`config.mk`:
```
export PLATFORM = sky130hd
export DESIGN_NAME = xfec_ctrl
export DESIGN_NICKNAME = d
export VERILOG_FILES = /design/src/design/xfec_pkg.sv /design/src/design/xfec_ctrl.sv
export VERILOG_INCLUDE_DIRS = /design/src /design/src/design
export SDC_FILE = /design/constraint.sdc
export NUM_CORES = 1
export LEC_CHECK = 0
export BUFFER_PORTS_ARGS = -buffer_cell sky130_fd_sc_hd__buf_2
export CAP_MARGIN = 20
export CORE_ASPECT_RATIO = 1.75
export CORE_MARGIN = 2
export CORE_UTILIZATION = 40
export CTS_BUF_LIST = sky130_fd_sc_hd__clkbuf_2
export DETAILED_ROUTE_END_ITERATION = 10
export HOLD_SLACK_MARGIN = 0.12
export SYNTH_ARGS = -nofsm -noshare
export SYNTH_HDL_FRONTEND = slang
export SYNTH_SLANG_ARGS = --single-unit
```
`constraint.sdc`:
```
create_clock -name clk -period 10.8 [get_ports clk]
set_input_delay 2.16 -clock clk [delete_from_list [all_inputs] [get_ports clk]]
set_output_delay 2.16 -clock clk [all_outputs]
set_load 0.05 [all_outputs]
```
`src/design/xor_parity_fec_decoder_defines.svh`:
```
// Assertion helpers shared by the decoder files.
`ifndef XOR_PARITY_FEC_DECODER_DEFINES_SVH
`define XOR_PARITY_FEC_DECODER_DEFINES_SVH

// Same-cycle implication, off while reset is asserted.
`define XFEC_ASSERT_IMPL(name, clock, rst_n, ante, cons) \
	name: assert property (@(posedge clock) disable iff (!rst_n) (ante) |-> (cons)) \
		else $error("xfec: same-cycle check failed");

// Next-cycle implication, off while reset is asserted.
`define XFEC_ASSERT_NEXT(name, clock, rst_n, ante, cons) \
	name: assert property (@(posedge clock) disable iff (!rst_n) (ante) |=> (cons)) \
		else $error("xfec: next-cycle check failed");

`endif

```
`src/design/xfec_pkg.sv`:
```
package xfec_pkg;

	localparam int GROUP_SIZE      = 8;
	localparam int SLOT_W          = $clog2(GROUP_SIZE);
	localparam int DATA_SLOTS      = GROUP_SIZE - 1;
	localparam int FRAME_WORDS_DEF = 256;

	localparam int SEQ_W    = 16;
	localparam int IDX_W    = 8;
	localparam int WORD_W   = 32;
	localparam int CNT_W    = 32;
	localparam int STATUS_W = 2;
	localparam int GRP_W    = SEQ_W - SLOT_W;

	localparam logic [SLOT_W-1:0] PARITY_SLOT = SLOT_W'(GROUP_SIZE - 1);

	// result status
	localparam logic [STATUS_W-1:0] ST_PASS    = 2'd0;
	localparam logic [STATUS_W-1:0] ST_REBUILT = 2'd1;
	localparam logic [STATUS_W-1:0] ST_FAIL    = 2'd2;

	// outcome of the latest parity word 0, cleared by any data word
	localparam logic [1:0] OC_NONE    = 2'd0;
	localparam logic [1:0] OC_REBUILD = 2'd1;
	localparam logic [1:0] OC_FAIL    = 2'd2;

	typedef struct packed {
		logic [SEQ_W-1:0]  seq_number;
		logic [IDX_W-1:0]  word_index;
		logic [WORD_W-1:0] data_word;
	} xfec_in_t;

	typedef struct packed {
		logic [STATUS_W-1:0] status;
		logic [WORD_W-1:0]   out_word;
		logic [SLOT_W-1:0]   out_slot;
		logic                out_last;
		logic [CNT_W-1:0]    recovered_total;
		logic [CNT_W-1:0]    failed_total;
	} xfec_out_t;

	typedef struct packed {
		logic                store;
		logic                emit;
		logic                rebuild;
		logic [STATUS_W-1:0] status;
		logic [SLOT_W-1:0]   slot;
		logic                last;
		logic [CNT_W-1:0]    recovered;
		logic [CNT_W-1:0]    failed;
	} xfec_ctrl_t;

endpackage

```
`src/design/xfec_ctrl.sv`:
```
`include "xor_parity_fec_decoder_defines.svh"

module xfec_ctrl #(
	parameter int FRAME_WORDS = xfec_pkg::FRAME_WORDS_DEF
) (
	input  logic                 clk,
	input  logic                 arst_n,
	input  logic                 accept,
	input  xfec_pkg::xfec_in_t   item,
	output xfec_pkg::xfec_ctrl_t ctrl
);
	import xfec_pkg::*;

	logic [DATA_SLOTS-1:0] mask_q, mask_d, mask_base;
	logic [GRP_W-1:0]      grp_q, grp_d, grp;
	logic [1:0]            outcome_q, outcome_d;
	logic [SLOT_W-1:0]     miss_q, miss_d;
	logic [CNT_W-1:0]      rec_q, rec_d, fail_q, fail_d;
	logic [SLOT_W-1:0]     slot, which, miss_cnt;
	logic                  first, in_range;

	always_comb begin
		slot      = item.seq_number[SLOT_W-1:0];
		grp       = item.seq_number[SEQ_W-1:SLOT_W];
		first     = item.word_index == '0;
		in_range  = 32'(item.word_index) < FRAME_WORDS;
		mask_base = (first && grp != grp_q) ? '0 : mask_q;

		miss_cnt = '0;
		which    = '0;
		for (int s = 0; s < DATA_SLOTS; s++) begin
			if (!mask_base[s]) begin
				miss_cnt = miss_cnt + SLOT_W'(1);
				which    = SLOT_W'(s);
			end
		end

		mask_d    = mask_q;
		grp_d     = grp_q;
		outcome_d = outcome_q;
		miss_d    = miss_q;
		rec_d     = rec_q;
		fail_d    = fail_q;

		ctrl.store   = 1'b0;
		ctrl.emit    = 1'b0;
		ctrl.rebuild = 1'b0;
		ctrl.status  = ST_PASS;
		ctrl.slot    = slot;
		ctrl.last    = 32'(item.word_index) == 32'(FRAME_WORDS - 1);

		if (in_range) begin
			if (first) begin
				grp_d = grp;
			end
			mask_d = mask_base;
			if (slot != PARITY_SLOT) begin
				mask_d     = mask_base | (DATA_SLOTS'(1) << slot);
				outcome_d  = OC_NONE;
				ctrl.store = 1'b1;
				ctrl.emit  = 1'b1;
			end else if (first) begin
				case (miss_cnt)
					SLOT_W'(0): begin
						outcome_d = OC_NONE;
					end
					SLOT_W'(1): begin
						outcome_d    = OC_REBUILD;
						miss_d       = which;
						rec_d        = rec_q + CNT_W'(1);
						ctrl.emit    = 1'b1;
						ctrl.rebuild = 1'b1;
						ctrl.status  = ST_REBUILT;
						ctrl.slot    = which;
					end
					default: begin
						outcome_d   = OC_FAIL;
						fail_d      = fail_q + CNT_W'(1);
						ctrl.emit   = 1'b1;
						ctrl.status = ST_FAIL;
						ctrl.slot   = '0;
						ctrl.last   = 1'b0;
					end
				endcase
			end else if (outcome_q == OC_REBUILD) begin
				ctrl.emit    = 1'b1;
				ctrl.rebuild = 1'b1;
				ctrl.status  = ST_REBUILT;
				ctrl.slot    = miss_q;
			end
		end

		ctrl.recovered = rec_d;
		ctrl.failed    = fail_d;
	end

	always_ff @(posedge clk or negedge arst_n) begin
		if (!arst_n) begin
			mask_q    <= '0;
			grp_q     <= '0;
			outcome_q <= OC_NONE;
			miss_q    <= '0;
			rec_q     <= '0;
			fail_q    <= '0;
		end else if (accept) begin
			mask_q    <= mask_d;
			grp_q     <= grp_d;
			outcome_q <= outcome_d;
			miss_q    <= miss_d;
			rec_q     <= rec_d;
			fail_q    <= fail_d;
		end
	end

	`XFEC_ASSERT_NEXT(a_cnt_hold, clk, arst_n, !(accept && ctrl.emit), $stable(rec_q) && $stable(fail_q))
	`XFEC_ASSERT_NEXT(a_fail_latch, clk, arst_n, accept && ctrl.emit && ctrl.status == ST_FAIL, outcome_q == OC_FAIL)

endmodule

```
==> impl_metrics.csv, run 1 <==
group,metric,value,unit
worst_setup_path,rr_startpoint,"grp_q[0]",
worst_setup_path,crit_path_frequent_cell,"ha_1",
clock_tree,clkTransAtPathRegs,0.23,ns
sta,max_freq,99.8,MHz
pwr,powerDensity,103,nW/um^2
route,ant_nets,0,
sta,fin_crit_sh,0.928,
grt,gr-total-overflow,0,
run_status,status,"finished clean",
worst_setup_path,cp_slowest_cell,"nor4_2",
synthesis,yosysWarnings,0,
clock_tree,cts_root_buf,"clkbuf_2",
route,drc_errors,0,
grt,grt_max_degree,46,
worst_setup_path,path_cells,"buf_2 > nor4_2 > nand2_1 > a41o_1 > nand2_1 > ha_1 > xor2_1 > ha_1 > mux2_2 > ha_1 > nand2_1 > o21ai_0 > ha_1 > mux2_2 > ha_1 > a211oi_1 > nor4b_1 > mux2i_1 > o211ai_4 > buf_4 > nand4b_1 > xnor2_1 > buf_2",
worst_setup_path,worstPathArrival,7.86,ns
clock_tree,cts_buffers,9,
worst_setup_path,crit_fanout,30,
worst_setup_path,worstPathRequired,8.64,ns
worst_hold_path,hold_class,"reg2reg",
finish,finish.utilization,0.461,
synthesis,synth_most_common_cell,"xnor2_1",
pwr,irDropWorstVdd,0.0462,mV
synthesis,ys_types,60,
finish,fin_nets,856,
sta,finalSetupTns,0,ns
clock_tree,clk_path_buf_depth,2,
synthesis,async_reset_ff_frac,1.00,
sta,slew_viol_final,0,
grt,grt_pass1_vias,5556,
synthesis,synth_flop_cell,"dfrtp_1",
synthesis,synth_top_area_frac,0.354,
grt,grt_pass1_wl,26900,um
floorplanning,ios,132,
clock_tree,cts_sinks,89,
route,vias,5537,
pwr,p_leak,0.00334,uW
synthesis,synth_edf_count,0,
synthesis,avgSynthCellArea,8.88,sq um
placement,gp_congestion,0.837,
finish,area_growth_syn_to_layout,12.6,%
grt,antenna_found_initial,1,
synthesis,synth_area_leaders,"dfrtp_1 35%, xnor2_1 14%, xor2_1 6.4%, nand3_1 5.6%, nand4_1 4.6%",
sta,final_hold_viol_count,0,
synthesis,ys_ff_latch,89,
sta,fin_skew,0.0543,ns
worst_setup_path,end_kind,"output port",
grt,grt_util_all_layers,0.196,
floorplanning,die_y,170,um
route,routed_via_density,5.64,
synthesis,synthCells,709,
sta,slew_headroom,0.261,
sta,worst_pin_slew,1.10,ns
pwr,finalPower,729,uW
sta,rsz0062_at_grt,"false",
floorplanning,die_width,98.8,um
floorplanning,initial_utilization,0.409,
job,maxCapViolCount,0,
worst_setup_path,startpoint,"item[32]",
synthesis,synth_top_area_cell,"dfrtp_1",
finish,nFillCells,1506,
sta,final-setup-viol-count,0,
worst_setup_path,setup.worst_path.start_class,"input pin",
floorplanning,coreArea,15400,sq um
placement,numPortBuffers,99,
synthesis,syn_area,6300,sq um
placement,dp.final_hpwl,12000,um
route,drtPass1Iterations,5,
route,post_drt_wl_per_cell,16.7,um
worst_setup_path,endpoint,"ctrl[54]",
floorplanning,num_rows,60,
worst_setup_path,reg2reg_depth,22,
clock_tree,cts_hold_buf,0,
worst_setup_path,worst_r2r_endpoint,"miss_q[1]",
synthesis,yosysSeqAreaShare,0.354,
finish,drive_gt1_frac,0.203,
clock_tree,cts.htree.levels,3,
route,wirelength,16400,um
sta,min_period,10.02,ns
floorplanning,dieArea,16800,sq um
worst_setup_path,cp_slowest_stage_delay,0.45,ns
clock_tree,cts_tree,"yes",
synthesis,syn_nets,776,
worst_setup_path,path_class,"in2out",
synthesis,synth_common_cells,"102 x xnor2_1, 89 x dfrtp_1, 71 x nand3_1",
worst_setup_path,reg2reg_slack,4.63,ns
clock_tree,post_cts_resized,0,
clock_tree,postCtsSetupRepairBufs,0,
clock_tree,insertion_delay,0.57,ns
route,drtIter0Drc,205,
## worst max-delay path: cells and delay by family
kind	cells	cell delay [ns]
AO/OA/AOI/OAI	4	0.88
adder cells (fa/ha/maj)	5	1.53
buffers and inverters	3	0.78
AND/OR/NAND/NOR	6	1.28
XOR/XNOR	2	0.46
multiplexers	3	0.76
## layer usage
metal	vias to the layer above	share of wire	track usage
met3	29	0.039	0.0316
met1	2705	0.40	0.219
met4	0	0.026	0.0744
met2	144	0.54	0.366
met5	-	0	0
li1	2659	-	-
## state kept, by name, indices dropped and copies added (netlist names)
register / count
fail_q: 32
rec_q: 32
grp_q: 13
mask_q: 7
miss_q: 3
outcome_q: 2
## power by group
part | total [uW] | internal [uW] | switching [uW]
registers | 345 | 339 | 6.77
clock network | 187 | 58.3 | 128
logic | 197 | 65.2 | 132
total | 729 | 462 | 267
## how the worst min path moves through the flow
| stage | from | end | slack (ns) | cells after the start |
|---|---|---|---|---|
| after floorplan | mask_q[0] | mask_q[0] | 0.45 | 2 |
| after global placement | outcome_q[1] | outcome_q[1] | 0.46 | 1 |
| after detailed placement | mask_q[0] | mask_q[0] | 0.47 | 2 |
| after CTS | mask_q[0] | mask_q[0] | 0.51 | 2 |
| after global routing | fail_q[30] | fail_q[30] | 0.56 | 1 |
| final | mask_q[0] | mask_q[0] | 0.51 | 2 |
## area by class of cell
class                      instances  area, sq um  share of cell area
antenna                            1         2.50            0.000353
clock buffer                      10         50.0             0.00706
clock inverter                     6         75.1              0.0106
inverter                          15         56.3             0.00794
multi-input combinational        563         3840               0.542
sequential                        89         2230               0.314
tap                              186          233              0.0328
timing repair buffer             111          601              0.0847
## placed cells by master, fill, tap and decap left out, types with 5 or more instances in the layout
master / instances
nand2b_1: 5
nor3_1: 24
mux2_2: 19
dfrtp_1: 89
and2_1: 10
nor2_1: 34
clkbuf_2: 10
nand3_1: 71
xor2_1: 46
xnor2_1: 102
buf_2: 98
buf_4: 12
and3_1: 28
a21oi_1: 9
nor4_1: 20
inv_1: 15
nand4_1: 46
ha_1: 8
nand2_1: 69
o21ai_0: 13
## kinds of logic (layout without fill, tap and decap cells)
logic type | after synthesis | in the layout | share of synthesized area
AOI/OAI and AO/OA | 54 | 54 | 0.0648
and+or+nand+nor | 327 | 327 | 0.273
adders and majority gates | 8 | 8 | 0.0159
xor gates and xnor gates | 150 | 150 | 0.212
DFF | 89 | 89 | 0.354
other | 0 | 1 | 0
muxes | 24 | 24 | 0.0423
buffers and inverters | 57 | 142 | 0.0385
## through the flow
step	hold slack [ns]	setup slack (ns)	area [sq um]	std cells
floorplan	0.448	0.509	6300	709
global placement	0.464	0.875	6960	964
detailed placement	0.467	0.793	6960	964
CTS	0.513	0.765	7090	980
global route	0.556	0.311	7090	981
finish	0.507	0.780	7090	981
Power figures use the tool's default switching activity.
==> run 2: changes to the inputs <==
Settings changed: REMOVE_ABC_BUFFERS set to 1.
==> impl_metrics.csv, run 2 (synthesis results as in run 1) <==
group,metric,value,unit
finish,area_growth_syn_to_layout,12.2,%
clock_tree,cts_sinks,89,
sta,slew_viol_final,0,
clock_tree,clkTransAtPathRegs,0.25,ns
route,wl_met2,8550,um
grt,grt_pass1_vias,5619,
worst_setup_path,crit_fanout,52,
worst_hold_path,min_to,"mask_q[0]",
floorplanning,die_y,170,um
route,wl_met1,6290,um
route,wl_met3,772,um
run_status,status,"finished clean",
route,drtPass1Iterations,5,
clock_tree,postCtsSetupRepairBufs,0,
worst_setup_path,path_class,"in2out",
finish,fin_nets,851,
finish,layout_common_cells,"102 x xnor2_1, 98 x buf_2, 89 x dfrtp_1",
clock_tree,clk_path_buf_depth,2,
worst_setup_path,rr_startpoint,"grp_q[0]",
sta,fin_crit_sh,0.912,
worst_setup_path,startpoint,"item[32]",
finish,drive_gt1_frac,0.198,
sta,final_hold_viol_count,0,
route,ant_nets,0,
worst_setup_path,worst_r2r_endpoint,"miss_q[1]",
placement,dp_slack,0.926,ns
clock_tree,cts_hold_buf,0,
clock_tree,cts_root_buf,"clkbuf_2",
grt,antenna_found_initial,2,
finish,register_area,2230,sq um
sta,fin_skew,0.0590,ns
route,drtIter0Drc,165,
sta,min_period,9.85,ns
route,vias,5541,
clock_tree,cts.htree.levels,3,
route,routed_via_density,5.67,
sta,worst_pin_slew,1.03,ns
worst_setup_path,end_kind,"output port",
placement,numPortBuffers,99,
grt,grt_pass1_wl,26600,um
route,drc_errors,0,
floorplanning,die_width,98.8,um
grt,grt_util_all_layers,0.192,
floorplanning,coreArea,15400,sq um
finish,reg_top3,"fail_q (32), rec_q (32), grp_q (13)",
job,maxCapViolCount,0,
pwr,powerDensity,102,nW/um^2
route,highest_layer,"met4",
sta,final-setup-viol-count,0,
floorplanning,num_rows,60,
worst_hold_path,holdCritStartpoint,"mask_q[0]",
floorplanning,ios,132,
clock_tree,cts_buffers,9,
worst_setup_path,setup.worst_path.start_class,"input pin",
sta,slew_headroom,0.307,
clock_tree,insertion_delay,0.60,ns
route,wirelength,16000,um
grt,gr-total-overflow,0,
floorplanning,initial_utilization,0.409,
finish,nFillCells,1489,
sta,final.setup.worst_slack,0.946,ns
grt,grt_max_degree,54,
worst_setup_path,reg2reg_slack,5.17,ns
clock_tree,post_cts_resized,0,
placement,dp.final_hpwl,11800,um
finish,multiInputGateArea,3840,sq um
clock_tree,cts_tree,"yes",
finish,finish.utilization,0.459,
worst_hold_path,hold_depth,2,
placement,gp_congestion,0.852,
floorplanning,dieArea,16800,sq um
pwr,finalPower,724,uW
route,post_drt_wl_per_cell,16.4,um
sta,max_freq,101,MHz
pwr,p_leak,0.00332,uW
sta,finalSetupTns,0,ns
sta,rsz0062_at_grt,"false",
worst_setup_path,worstPathArrival,7.69,ns
finish,final_common_cell,"xnor2_1",
sta,fin_hold_ws,0.517,ns
pwr,irDropWorstVdd,0.0584,mV
worst_setup_path,worstPathRequired,8.64,ns
worst_hold_path,hold_class,"reg2reg",
worst_setup_path,reg2reg_depth,20,
==> run 2: changes by cell type in the layout (fill, tap and decap cells not counted) <==
cell	change
buf_12	+1
buf_4	-6
clkinv_4	-1
clkinvlp_4	+1
diode_2	+1
==> run 2: layout make-up <==
type                            count  share of cell area
Timing Repair Buffer              106              0.0815
Clock buffer                       10             0.00708
Multi-Input combinational cell    563               0.544
Inverter                           15             0.00797
Sequential cell                    89               0.315
Clock inverter                      6              0.0104
Antenna cell                        2            0.000708
Tap cell                          186              0.0329
==> run 2: how the worst max path moves through the flow <==
stage,end
6_report,ctrl[39]
2_1_floorplan,ctrl[32]
5_1_grt,ctrl[39]
4_1_cts,ctrl[62]
3_5_place_dp,ctrl[62]
3_3_place_gp,ctrl[62]
==> run 2: where the power goes <==
| part | total [uW] | internal [uW] | switching, uW | leakage, uW |
|---|---|---|---|---|
| Clock | 186 | 57.5 | 128 | 0.0000711 |
| Combinational | 193 | 62.3 | 131 | 0.00204 |
| Sequential | 345 | 339 | 6.64 | 0.00121 |
==> run 2: worst max-delay path, cell delays in order <==
cell and delay [ns]:
buf_2 0.11, nor4_2 0.38, nand2_1 0.22, a41o_1 0.29, nand2_1 0.10, ha_1 0.25
xor2_1 0.24, ha_1 0.28, mux2_2 0.27, ha_1 0.30, nand2_1 0.06, o21ai_0 0.08
ha_1 0.29, mux2_2 0.32, ha_1 0.39, a211oi_1 0.31, nor4b_1 0.30, mux2i_1 0.18
o211ai_4 0.22, buf_12 0.28, nand3_1 0.12, xnor2_1 0.22, buf_2 0.30
==> run 2: layer usage <==
metal,track usage,vias to the layer above
met5,0,-
met4,0.0733,0
met3,0.0341,26
met2,0.351,132
met1,0.219,2715
li1,-,2668
==> run 2: stage by stage <==
stage | instances | instance area (sq um)
after floorplan | 667 | 6110
after global placement | 959 | 6940
after detailed placement | 959 | 6940
after CTS | 975 | 7060
after global routing | 977 | 7070
final | 977 | 7070
